$ cat src/hw/rtl/svgpa_pkg.sv
// Shared types, codes and saturating arithmetic for the SVG path absolutizer.
// No dependencies; every other file of the block imports this package.
package svgpa_pkg;

    // Internal coordinate width (signed Q16.16 at 32 bits)
    localparam int CW      = 32;
    // Width of the coordinate fields at the ports
    localparam int FIELD_W = 32;

    typedef logic signed [CW-1:0]      t_coord;
    typedef logic signed [FIELD_W-1:0] t_field;

    // Input action codes
    typedef logic [2:0] t_action;
    localparam t_action ACT_MOVE   = 3'd0;
    localparam t_action ACT_LINE   = 3'd1;
    localparam t_action ACT_VERT   = 3'd2;
    localparam t_action ACT_HORIZ  = 3'd3;
    localparam t_action ACT_CUBIC  = 3'd4;
    localparam t_action ACT_SMOOTH = 3'd5;
    localparam t_action ACT_CLOSE  = 3'd6;

    // Output segment kinds
    typedef logic [1:0] t_kind;
    localparam t_kind KIND_MOVE  = 2'd0;
    localparam t_kind KIND_LINE  = 2'd1;
    localparam t_kind KIND_CUBIC = 2'd2;
    localparam t_kind KIND_CLOSE = 2'd3;

    // Clamp bounds, held at 65 bits so any width up to 64 fits
    localparam logic signed [64:0] CMAX = (65'sd1 <<< (CW - 1)) - 65'sd1;
    localparam logic signed [64:0] CMIN = -CMAX - 65'sd1;
    localparam logic signed [64:0] FMAX = (65'sd1 <<< (FIELD_W - 1)) - 65'sd1;
    localparam logic signed [64:0] FMIN = -FMAX - 65'sd1;

    typedef struct packed {
        t_action action;
        logic    relative;
        logic    first_of_group;
        t_field  end_x;
        t_field  end_y;
        t_field  first_ctl_x;
        t_field  first_ctl_y;
        t_field  second_ctl_x;
        t_field  second_ctl_y;
    } t_cmd;

    typedef struct packed {
        t_kind  segment_kind;
        t_field out_end_x;
        t_field out_end_y;
        t_field out_ctl1_x;
        t_field out_ctl1_y;
        t_field out_ctl2_x;
        t_field out_ctl2_y;
    } t_seg;

    typedef struct packed {
        t_coord cur_x;
        t_coord cur_y;
        t_coord ctl_x;
        t_coord ctl_y;
        t_coord start_x;
        t_coord start_y;
    } t_state;

    // Saturating add over the internal width
    function automatic t_coord sat_add(input t_coord a, input t_coord b);
        logic signed [CW:0] s;
        s = {a[CW-1], a} + {b[CW-1], b};
        if (s[CW] != s[CW-1]) begin
            sat_add = s[CW] ? CMIN[CW-1:0] : CMAX[CW-1:0];
        end else begin
            sat_add = s[CW-1:0];
        end
    endfunction

    // Saturating subtract over the internal width
    function automatic t_coord sat_sub(input t_coord a, input t_coord b);
        logic signed [CW:0] s;
        s = {a[CW-1], a} - {b[CW-1], b};
        if (s[CW] != s[CW-1]) begin
            sat_sub = s[CW] ? CMIN[CW-1:0] : CMAX[CW-1:0];
        end else begin
            sat_sub = s[CW-1:0];
        end
    endfunction

    // Port field into the internal range
    function automatic t_coord coord_in(input t_field v);
        logic signed [64:0] w;
        w = 65'(v);
        if (w > CMAX) begin
            w = CMAX;
        end else if (w < CMIN) begin
            w = CMIN;
        end
        coord_in = w[CW-1:0];
    endfunction

    // Internal coordinate onto the port field range
    function automatic t_field coord_out(input t_coord v);
        logic signed [64:0] w;
        w = 65'(v);
        if (w > FMAX) begin
            w = FMAX;
        end else if (w < FMIN) begin
            w = FMIN;
        end
        coord_out = w[FIELD_W-1:0];
    endfunction

    // Absolute coordinate from a raw field, offset from base when relative
    function automatic t_coord place(input logic rel, input t_coord base, input t_field raw);
        t_coord v;
        v = coord_in(raw);
        place = rel ? sat_add(base, v) : v;
    endfunction

endpackage

$ cat src/hw/rtl/svgpa_cmd_if.sv
// Command channel: valid/ready handshake carrying one path coordinate group.
// Depends on svgpa_pkg.
interface svgpa_cmd_if;
    import svgpa_pkg::*;

    logic    valid;
    logic    ready;
    t_action action;
    logic    relative;
    logic    first_of_group;
    t_field  end_x;
    t_field  end_y;
    t_field  first_ctl_x;
    t_field  first_ctl_y;
    t_field  second_ctl_x;
    t_field  second_ctl_y;

    modport source (
        output valid, action, relative, first_of_group, end_x, end_y,
               first_ctl_x, first_ctl_y, second_ctl_x, second_ctl_y,
        input  ready
    );

    modport sink (
        input  valid, action, relative, first_of_group, end_x, end_y,
               first_ctl_x, first_ctl_y, second_ctl_x, second_ctl_y,
        output ready
    );
endinterface

$ cat src/hw/rtl/svgpa_seg_if.sv
// Segment channel: valid/ready handshake carrying one absolute segment.
// Depends on svgpa_pkg.
interface svgpa_seg_if;
    import svgpa_pkg::*;

    logic   valid;
    logic   ready;
    t_kind  segment_kind;
    t_field out_end_x;
    t_field out_end_y;
    t_field out_ctl1_x;
    t_field out_ctl1_y;
    t_field out_ctl2_x;
    t_field out_ctl2_y;

    modport source (
        output valid, segment_kind, out_end_x, out_end_y,
               out_ctl1_x, out_ctl1_y, out_ctl2_x, out_ctl2_y,
        input  ready
    );

    modport sink (
        input  valid, segment_kind, out_end_x, out_end_y,
               out_ctl1_x, out_ctl1_y, out_ctl2_x, out_ctl2_y,
        output ready
    );
endinterface

$ cat src/hw/rtl/svgpa_calc.sv
// Combinational datapath: one command group plus the path state in,
// one absolute segment and the next path state out. Depends on svgpa_pkg.
module svgpa_calc (
    input  svgpa_pkg::t_cmd   i_cmd,
    input  svgpa_pkg::t_state i_state,
    output svgpa_pkg::t_seg   o_seg,
    output logic              o_has_seg,
    output svgpa_pkg::t_state o_state
);
    import svgpa_pkg::*;

    t_coord ex, ey, c1x, c1y, c2x, c2y;
    t_coord refl_x, refl_y;
    t_kind  kind;

    // Offset from the last control point to the current point; added to the current point it gives the reflection
    assign refl_x = sat_sub(i_state.cur_x, i_state.ctl_x);
    assign refl_y = sat_sub(i_state.cur_y, i_state.ctl_y);

    always_comb begin
        o_state   = i_state;
        o_has_seg = 1'b1;
        kind      = KIND_LINE;
        ex        = i_state.cur_x;
        ey        = i_state.cur_y;
        c1x       = '0;
        c1y       = '0;
        c2x       = '0;
        c2y       = '0;

        unique case (i_cmd.action)
            ACT_MOVE, ACT_LINE: begin
                ex = place(i_cmd.relative, i_state.cur_x, i_cmd.end_x);
                ey = place(i_cmd.relative, i_state.cur_y, i_cmd.end_y);
                // first pair of a move opens a new subpath
                if (i_cmd.action == ACT_MOVE && i_cmd.first_of_group) begin
                    kind            = KIND_MOVE;
                    o_state.start_x = ex;
                    o_state.start_y = ey;
                end
                o_state.ctl_x = ex;
                o_state.ctl_y = ey;
            end
            ACT_VERT: begin
                ey            = place(i_cmd.relative, i_state.cur_y, i_cmd.end_y);
                o_state.ctl_x = ex;
                o_state.ctl_y = ey;
            end
            ACT_HORIZ: begin
                ex            = place(i_cmd.relative, i_state.cur_x, i_cmd.end_x);
                o_state.ctl_x = ex;
                o_state.ctl_y = ey;
            end
            ACT_CUBIC, ACT_SMOOTH: begin
                if (i_cmd.action == ACT_CUBIC) begin
                    c1x = place(i_cmd.relative, i_state.cur_x, i_cmd.first_ctl_x);
                    c1y = place(i_cmd.relative, i_state.cur_y, i_cmd.first_ctl_y);
                end else begin
                    c1x = sat_add(i_state.cur_x, refl_x);
                    c1y = sat_add(i_state.cur_y, refl_y);
                end
                c2x           = place(i_cmd.relative, i_state.cur_x, i_cmd.second_ctl_x);
                c2y           = place(i_cmd.relative, i_state.cur_y, i_cmd.second_ctl_y);
                ex            = place(i_cmd.relative, i_state.cur_x, i_cmd.end_x);
                ey            = place(i_cmd.relative, i_state.cur_y, i_cmd.end_y);
                kind          = KIND_CUBIC;
                o_state.ctl_x = c2x;
                o_state.ctl_y = c2y;
            end
            ACT_CLOSE: begin
                ex            = i_state.start_x;
                ey            = i_state.start_y;
                kind          = KIND_CLOSE;
                o_state.ctl_x = ex;
                o_state.ctl_y = ey;
            end
            default: begin
                // unused code: no segment, state untouched
                o_has_seg = 1'b0;
            end
        endcase

        if (o_has_seg) begin
            o_state.cur_x = ex;
            o_state.cur_y = ey;
        end
    end

    // Result item
    always_comb begin
        o_seg.segment_kind = kind;
        o_seg.out_end_x    = coord_out(ex);
        o_seg.out_end_y    = coord_out(ey);
        o_seg.out_ctl1_x   = coord_out(c1x);
        o_seg.out_ctl1_y   = coord_out(c1y);
        o_seg.out_ctl2_x   = coord_out(c2x);
        o_seg.out_ctl2_y   = coord_out(c2y);
    end

endmodule

$ cat src/hw/rtl/svg_path_absolutizer.sv
// SVG path absolutizer top level: input register, datapath, result register.
// Each command is held in the input register, its segment then in the result register.
// One command per cycle while the segment output is not stalled.
// Reset (synchronous, i_rst_n low): both stages empty, path state at zero.
// Depends on svgpa_pkg, svgpa_cmd_if, svgpa_seg_if and svgpa_calc.
module svg_path_absolutizer (
    input  logic        i_clk,
    input  logic        i_rst_n,
    svgpa_cmd_if.sink   i_cmd,
    svgpa_seg_if.source o_seg
);
    import svgpa_pkg::*;

    logic   r_in_valid;
    t_cmd   r_in;
    logic   r_out_valid;
    t_seg   r_seg;
    t_state r_state;

    t_seg   n_seg;
    t_state n_state;
    logic   calc_has_seg;
    logic   advance;
    t_cmd   cmd_word;

    // Stage 2 moves when the result register is empty or being drained
    assign advance     = !r_out_valid || o_seg.ready;
    assign i_cmd.ready = !r_in_valid || advance;

    always_comb begin
        cmd_word.action         = i_cmd.action;
        cmd_word.relative       = i_cmd.relative;
        cmd_word.first_of_group = i_cmd.first_of_group;
        cmd_word.end_x          = i_cmd.end_x;
        cmd_word.end_y          = i_cmd.end_y;
        cmd_word.first_ctl_x    = i_cmd.first_ctl_x;
        cmd_word.first_ctl_y    = i_cmd.first_ctl_y;
        cmd_word.second_ctl_x   = i_cmd.second_ctl_x;
        cmd_word.second_ctl_y   = i_cmd.second_ctl_y;
    end

    svgpa_calc u_calc (
        .i_cmd     (r_in),
        .i_state   (r_state),
        .o_seg     (n_seg),
        .o_has_seg (calc_has_seg),
        .o_state   (n_state)
    );

    // Input register
    always_ff @(posedge i_clk) begin
        if (!i_rst_n) begin
            r_in_valid <= 1'b0;
        end else if (i_cmd.ready) begin
            r_in_valid <= i_cmd.valid;
        end
    end

    always_ff @(posedge i_clk) begin
        if (i_cmd.valid && i_cmd.ready) begin
            r_in <= cmd_word;
        end
    end

    // Path state and result register
    always_ff @(posedge i_clk) begin
        if (!i_rst_n) begin
            r_out_valid <= 1'b0;
            r_state     <= '0;
        end else if (advance) begin
            r_out_valid <= r_in_valid && calc_has_seg;
            if (r_in_valid) begin
                r_state <= n_state;
            end
        end
    end

    always_ff @(posedge i_clk) begin
        if (advance && r_in_valid && calc_has_seg) begin
            r_seg <= n_seg;
        end
    end

    assign o_seg.valid        = r_out_valid;
    assign o_seg.segment_kind = r_seg.segment_kind;
    assign o_seg.out_end_x    = r_seg.out_end_x;
    assign o_seg.out_end_y    = r_seg.out_end_y;
    assign o_seg.out_ctl1_x   = r_seg.out_ctl1_x;
    assign o_seg.out_ctl1_y   = r_seg.out_ctl1_y;
    assign o_seg.out_ctl2_x   = r_seg.out_ctl2_x;
    assign o_seg.out_ctl2_y   = r_seg.out_ctl2_y;

    // An unused code is dropped without a segment
    a_drop_unused : assert property (@(posedge i_clk) disable iff (!i_rst_n)
        (advance && r_in_valid && !calc_has_seg) |=> !r_out_valid)
        else $error("unused action produced a segment");

    // A close leaves the current point at the subpath start
    a_close_point : assert property (@(posedge i_clk) disable iff (!i_rst_n)
        (advance && r_in_valid && r_in.action == ACT_CLOSE) |=>
        (r_state.cur_x == r_state.start_x && r_state.cur_y == r_state.start_y))
        else $error("close did not return to subpath start");

    // Only cubics carry control points
    a_ctl_zero : assert property (@(posedge i_clk) disable iff (!i_rst_n)
        (r_out_valid && r_seg.segment_kind != KIND_CUBIC) |->
        (r_seg.out_ctl1_x == '0 && r_seg.out_ctl1_y == '0 &&
         r_seg.out_ctl2_x == '0 && r_seg.out_ctl2_y == '0))
        else $error("non-cubic segment with control points");

    // An empty input stage always takes a command
    a_ready_empty : assert property (@(posedge i_clk) disable iff (!i_rst_n)
        !r_in_valid |-> i_cmd.ready)
        else $error("input stage empty but not ready");

endmodule
$ cat src/flat_wrapper.sv
// flat-port wrapper written by rule: the top's interface ports become plain ports
module svg_path_absolutizer_flat import svgpa_pkg::*;
  (i_clk, i_rst_n, i_cmd_valid, i_cmd_action, i_cmd_relative, i_cmd_first_of_group, i_cmd_end_x, i_cmd_end_y, i_cmd_first_ctl_x, i_cmd_first_ctl_y, i_cmd_second_ctl_x, i_cmd_second_ctl_y, i_cmd_ready, o_seg_valid, o_seg_segment_kind, o_seg_out_end_x, o_seg_out_end_y, o_seg_out_ctl1_x, o_seg_out_ctl1_y, o_seg_out_ctl2_x, o_seg_out_ctl2_y, o_seg_ready);
  svgpa_cmd_if i_cmd_i ();
  svgpa_seg_if o_seg_i ();
  input  logic i_clk;
  input  logic i_rst_n;
  input wire logic [$bits(i_cmd_i.valid)-1:0] i_cmd_valid;
  input wire logic [$bits(i_cmd_i.action)-1:0] i_cmd_action;
  input wire logic [$bits(i_cmd_i.relative)-1:0] i_cmd_relative;
  input wire logic [$bits(i_cmd_i.first_of_group)-1:0] i_cmd_first_of_group;
  input wire logic [$bits(i_cmd_i.end_x)-1:0] i_cmd_end_x;
  input wire logic [$bits(i_cmd_i.end_y)-1:0] i_cmd_end_y;
  input wire logic [$bits(i_cmd_i.first_ctl_x)-1:0] i_cmd_first_ctl_x;
  input wire logic [$bits(i_cmd_i.first_ctl_y)-1:0] i_cmd_first_ctl_y;
  input wire logic [$bits(i_cmd_i.second_ctl_x)-1:0] i_cmd_second_ctl_x;
  input wire logic [$bits(i_cmd_i.second_ctl_y)-1:0] i_cmd_second_ctl_y;
  output wire logic [$bits(i_cmd_i.ready)-1:0] i_cmd_ready;
  output wire logic [$bits(o_seg_i.valid)-1:0] o_seg_valid;
  output wire logic [$bits(o_seg_i.segment_kind)-1:0] o_seg_segment_kind;
  output wire logic [$bits(o_seg_i.out_end_x)-1:0] o_seg_out_end_x;
  output wire logic [$bits(o_seg_i.out_end_y)-1:0] o_seg_out_end_y;
  output wire logic [$bits(o_seg_i.out_ctl1_x)-1:0] o_seg_out_ctl1_x;
  output wire logic [$bits(o_seg_i.out_ctl1_y)-1:0] o_seg_out_ctl1_y;
  output wire logic [$bits(o_seg_i.out_ctl2_x)-1:0] o_seg_out_ctl2_x;
  output wire logic [$bits(o_seg_i.out_ctl2_y)-1:0] o_seg_out_ctl2_y;
  input wire logic [$bits(o_seg_i.ready)-1:0] o_seg_ready;
  assign i_cmd_i.valid = i_cmd_valid;
  assign i_cmd_i.action = i_cmd_action;
  assign i_cmd_i.relative = i_cmd_relative;
  assign i_cmd_i.first_of_group = i_cmd_first_of_group;
  assign i_cmd_i.end_x = i_cmd_end_x;
  assign i_cmd_i.end_y = i_cmd_end_y;
  assign i_cmd_i.first_ctl_x = i_cmd_first_ctl_x;
  assign i_cmd_i.first_ctl_y = i_cmd_first_ctl_y;
  assign i_cmd_i.second_ctl_x = i_cmd_second_ctl_x;
  assign i_cmd_i.second_ctl_y = i_cmd_second_ctl_y;
  assign i_cmd_ready = i_cmd_i.ready;
  assign o_seg_valid = o_seg_i.valid;
  assign o_seg_segment_kind = o_seg_i.segment_kind;
  assign o_seg_out_end_x = o_seg_i.out_end_x;
  assign o_seg_out_end_y = o_seg_i.out_end_y;
  assign o_seg_out_ctl1_x = o_seg_i.out_ctl1_x;
  assign o_seg_out_ctl1_y = o_seg_i.out_ctl1_y;
  assign o_seg_out_ctl2_x = o_seg_i.out_ctl2_x;
  assign o_seg_out_ctl2_y = o_seg_i.out_ctl2_y;
  assign o_seg_i.ready = o_seg_ready;
  svg_path_absolutizer u_core (.i_clk(i_clk), .i_rst_n(i_rst_n), .i_cmd(i_cmd_i), .o_seg(o_seg_i));
endmodule
$ cat config.mk
export PLATFORM = sky130hd
export DESIGN_NAME = svg_path_absolutizer_flat
export DESIGN_NICKNAME = d
export VERILOG_FILES = /design/src/hw/rtl/svgpa_pkg.sv /design/src/hw/rtl/svgpa_cmd_if.sv /design/src/hw/rtl/svgpa_seg_if.sv /design/src/hw/rtl/svgpa_calc.sv /design/src/hw/rtl/svg_path_absolutizer.sv /design/src/flat_wrapper.sv
export SDC_FILE = /design/constraint.sdc
export NUM_CORES = 2
export LEC_CHECK = 0
export ABC_AREA = 1
export BUFFER_PORTS_ARGS = -buffer_cell sky130_fd_sc_hd__buf_2
export CELL_PAD_IN_SITES_DETAIL_PLACEMENT = 1
export CELL_PAD_IN_SITES_GLOBAL_PLACEMENT = 2
export CORE_MARGIN = 2
export CORE_UTILIZATION = 35
export DETAILED_ROUTE_END_ITERATION = 12
export PLACE_DENSITY_LB_ADDON = 0.1
export SKIP_LAST_GASP = 1
export SYNTH_ARGS = -nofsm -noshare
export SYNTH_HDL_FRONTEND = slang
export SYNTH_SLANG_ARGS = --single-unit
$ cat constraint.sdc
create_clock -name i_clk -period 9.9 [get_ports i_clk]
set_input_delay 1.485 -clock i_clk [delete_from_list [all_inputs] [get_ports i_clk]]
set_output_delay 1.485 -clock i_clk [all_outputs]
set_load 0.02 [all_outputs]
==> out/results.txt <==
DRC Markers = 0
Synth Area in Simple Gates = 0.280
Overflow after GRT = 0
Power, Total = 10.5 mW
post-cts repair resize count = 0
final hold vios = 0
static leakage = 26.1 nW
CTS Buf Count = 75
Clock Pin Slew Worst Setup and Hold Paths = 0.06 ns
Post-CTS Setup Inserts = 0
first-pass GRT wire length = 316,000 um
min cycle time layout = 6.53 ns
Slew @ Worst Pin = 1.15 ns
most frequent cells in the layout = 1,823 x nand2_1, 890 x inv_1, 648 x nor2_1, 640 x a21oi_1, 400 x o21ai_0
Worst Min Path Start = u_core.r_state[63]
Critical Path Start = u_core.r_state[160]
WHS Path Cells = 2
Primary FF master, synth = edfxtp_1
Critical Path Slowest Stage Cell = nand2_1
Slew Viols, Final = 0
Final Skew = 0.0568 ns
data required time of the worst path = 10.43 ns
Synth Warn # = 0
FF-to-FF setup slack = 3.37 ns
Root Driver = clkbuf_16
Die Wd = 373 um
Tightest Hold Check Type = register to register
CP Max Fanout = 31
DIE HEIGHT = 373 um
max cap viols = 0
mux cell area share after synthesis = 0
maximum clock rate = 153 MHz
cell mode on critical path = nand2_1
drt via density = 5.25
asr flop ratio synth = 0
DRT iter0 DRCs = 3,253
R2R Path End = u_core.o_seg.out_ctl1_x[17]
vias in the first global route = 47,300
final setup fails = 0
sequential area share after synthesis = 0.328
Initial Utilization = 0.352
largest net degree at the start of global routing = 186
Synth Area in Compound Gates = 0.152
slew margin rel. = 0.233
initial antenna violation count = 5
crit path launch type = register
fillers = 17,300
PwrDens = 198 nW/um2
WHS Endpoint = u_core.r_state[63]
synthesized area = 47,600 um2
Die ar. = 139,000 um2
Worst setup EP type = register
RSZ-0062 raised after global routing = false
GP Congestion = 0.962
TritonRoute pass-1 iters = 5
Synth Area in Adders = 0.0888
CORE AREA = 135,000 um2
Worst R2R Path Depth = 33
Syn Area/Cell = 6.88 um2
maximum clock insertion buffer count = 3
Worst VDD drop = 0.122 mV
most common cell after layout, fill and taps aside = nand2_1
Post-Route WL = 215,000 um
Post-Syn Nets = 7,453
Total GRT Usage = 0.303
P&R area growth vs syn = 11.9%
status = finished clean
Nets = 7,614
Critical Path AT = 7.06 ns
share of cells above drive strength 1 = 0.127
I/O pin cnt = 397
largest incremental delay on the critical path = 0.72 ns
Cell Rows = 135
total number of vias = 46,800
TritonCTS clock tree = yes
Fin Setup TNS = 0 ns
post-route ant nets = 0
Routed WL per cell = 24.1 um
clk sink count = 585
Reg area = 15,600 um2
Distinct cells, synth = 63
part of the cycle the worst path needs = 0.660
DP Wirelength = 170,000 um
Synth Area in XOR/XNOR = 0.0412
register bit total from synthesis = 585
multi-input logic area = 26,800 um2
clock latency at the later pin of the worst-skew pair = 0.73 ns
main combinational cell family by area after synthesis = simple AND/OR/NAND/NOR gates
Synth Instances = 6,920
r2r startpoint = u_core.r_state[160]
kind of critical path = register to register
H-Tree Depth = 3
# hold bufs at CTS = 0
port bufs = 396
Post-synth EDFFs = 391
## metal layers
layer	routed length, um	track usage	vias to the layer above
met1	95600	0.394	22700
met3	8210	0.0285	283
met4	8490	0.108	0
li1	-	-	22700
met2	103000	0.522	1131
met5	0	0	-
## cells in the mapped netlist, types with 43 or more instances
cell type	count	area share
xnor2_1	101	0.019
clkbuf_1	308	0.024
o21ai_0	400	0.042
nand4_1	74	0.0097
or2_2	64	0.0084
edfxtp_1	391	0.25
ha_1	322	0.085
nor2_1	652	0.051
nand3_1	312	0.033
inv_1	892	0.070
xor2_1	123	0.023
nand2_1	1823	0.14
nor3_1	49	0.0051
dfxtp_1	194	0.082
nand2_2	79	0.010
o21bai_1	54	0.0085
a21oi_1	640	0.067
a21oi_2	43	0.0079
## power by group
group	internal (mW)	total, mW	switching [mW]	leakage, nW
Combinational	1.41	4.72	3.31	19.6
Sequential	2.80	2.94	0.134	5.36
Clock	1.61	2.88	1.28	1.21
Total	5.82	10.5	4.72	26.1
## flip-flops by register name, indices dropped and copies added, names as in the netlist
signal	cells
u_core.o_seg.valid	1
u_core.o_seg.out_ctl2_y	32
u_core.o_seg.out_ctl1_x	32
u_core.o_seg.segment_kind	2
u_core.o_seg.out_ctl2_x	32
u_core.r_state	192
u_core.r_in_valid	1
u_core.o_seg.out_ctl1_y	32
u_core.o_seg.out_end_y	32
u_core.o_seg.out_end_x	32
u_core.r_in	197
## area by class of cell
type | count | area share
multi-input cells | 5019 | 0.503
inverters | 928 | 0.0655
clock inverters | 48 | 0.00977
repair buffers | 472 | 0.0489
well taps | 1781 | 0.0418
flip-flops and latches | 585 | 0.293
clock buffers | 89 | 0.0375
diodes | 2 | 0.0000939
## cell families after synthesis
| kind of cell | Yosys count |
|---|---|
| AO/OA/AOI/OAI | 1312 |
| XOR/XNOR | 224 |
| adder cells (fa/ha/maj) | 332 |
| buffers and inverters | 1316 |
| flip-flops | 585 |
| AND/OR/NAND/NOR | 3151 |
## worst max-delay path: cells and delay by family, from the launching register on
kind,cells,cell delay [ns]
compound gates,4,0.97
xor+xnor,1,0.23
flops,1,0.46
fa+ha+maj,4,1.17
simple gates,19,2.67
buf+inv,5,0.86
## per-stage QoR
step	util	setup slack [ns]	instance area, um2	instances	hold slack [ns]
floorplan	-	1.57	47600	6920	0.458
detailed placement	0.375	3.50	50800	8785	0.494
finish	0.394	3.37	53300	8924	0.516
global route	0.394	2.75	53300	8922	0.531
global placement	0.375	3.65	50800	8785	0.487
CTS	0.394	3.45	53300	8922	0.514
## worst max-delay path by stage
stage	to	slack (ns)	cells past startpoint
after floorplan	u_core.r_state[153]	1.57	7
after detailed placement	u_core.o_seg.out_ctl1_x[5]	3.50	33
after global placement	u_core.o_seg.out_ctl1_x[6]	3.65	33
after global routing	u_core.o_seg.out_ctl1_x[24]	2.75	33
final	u_core.o_seg.out_ctl1_x[17]	3.37	33
after CTS	u_core.o_seg.out_ctl1_x[5]	3.45	33
No activity file was read; power rests on OpenSTA's default activity.
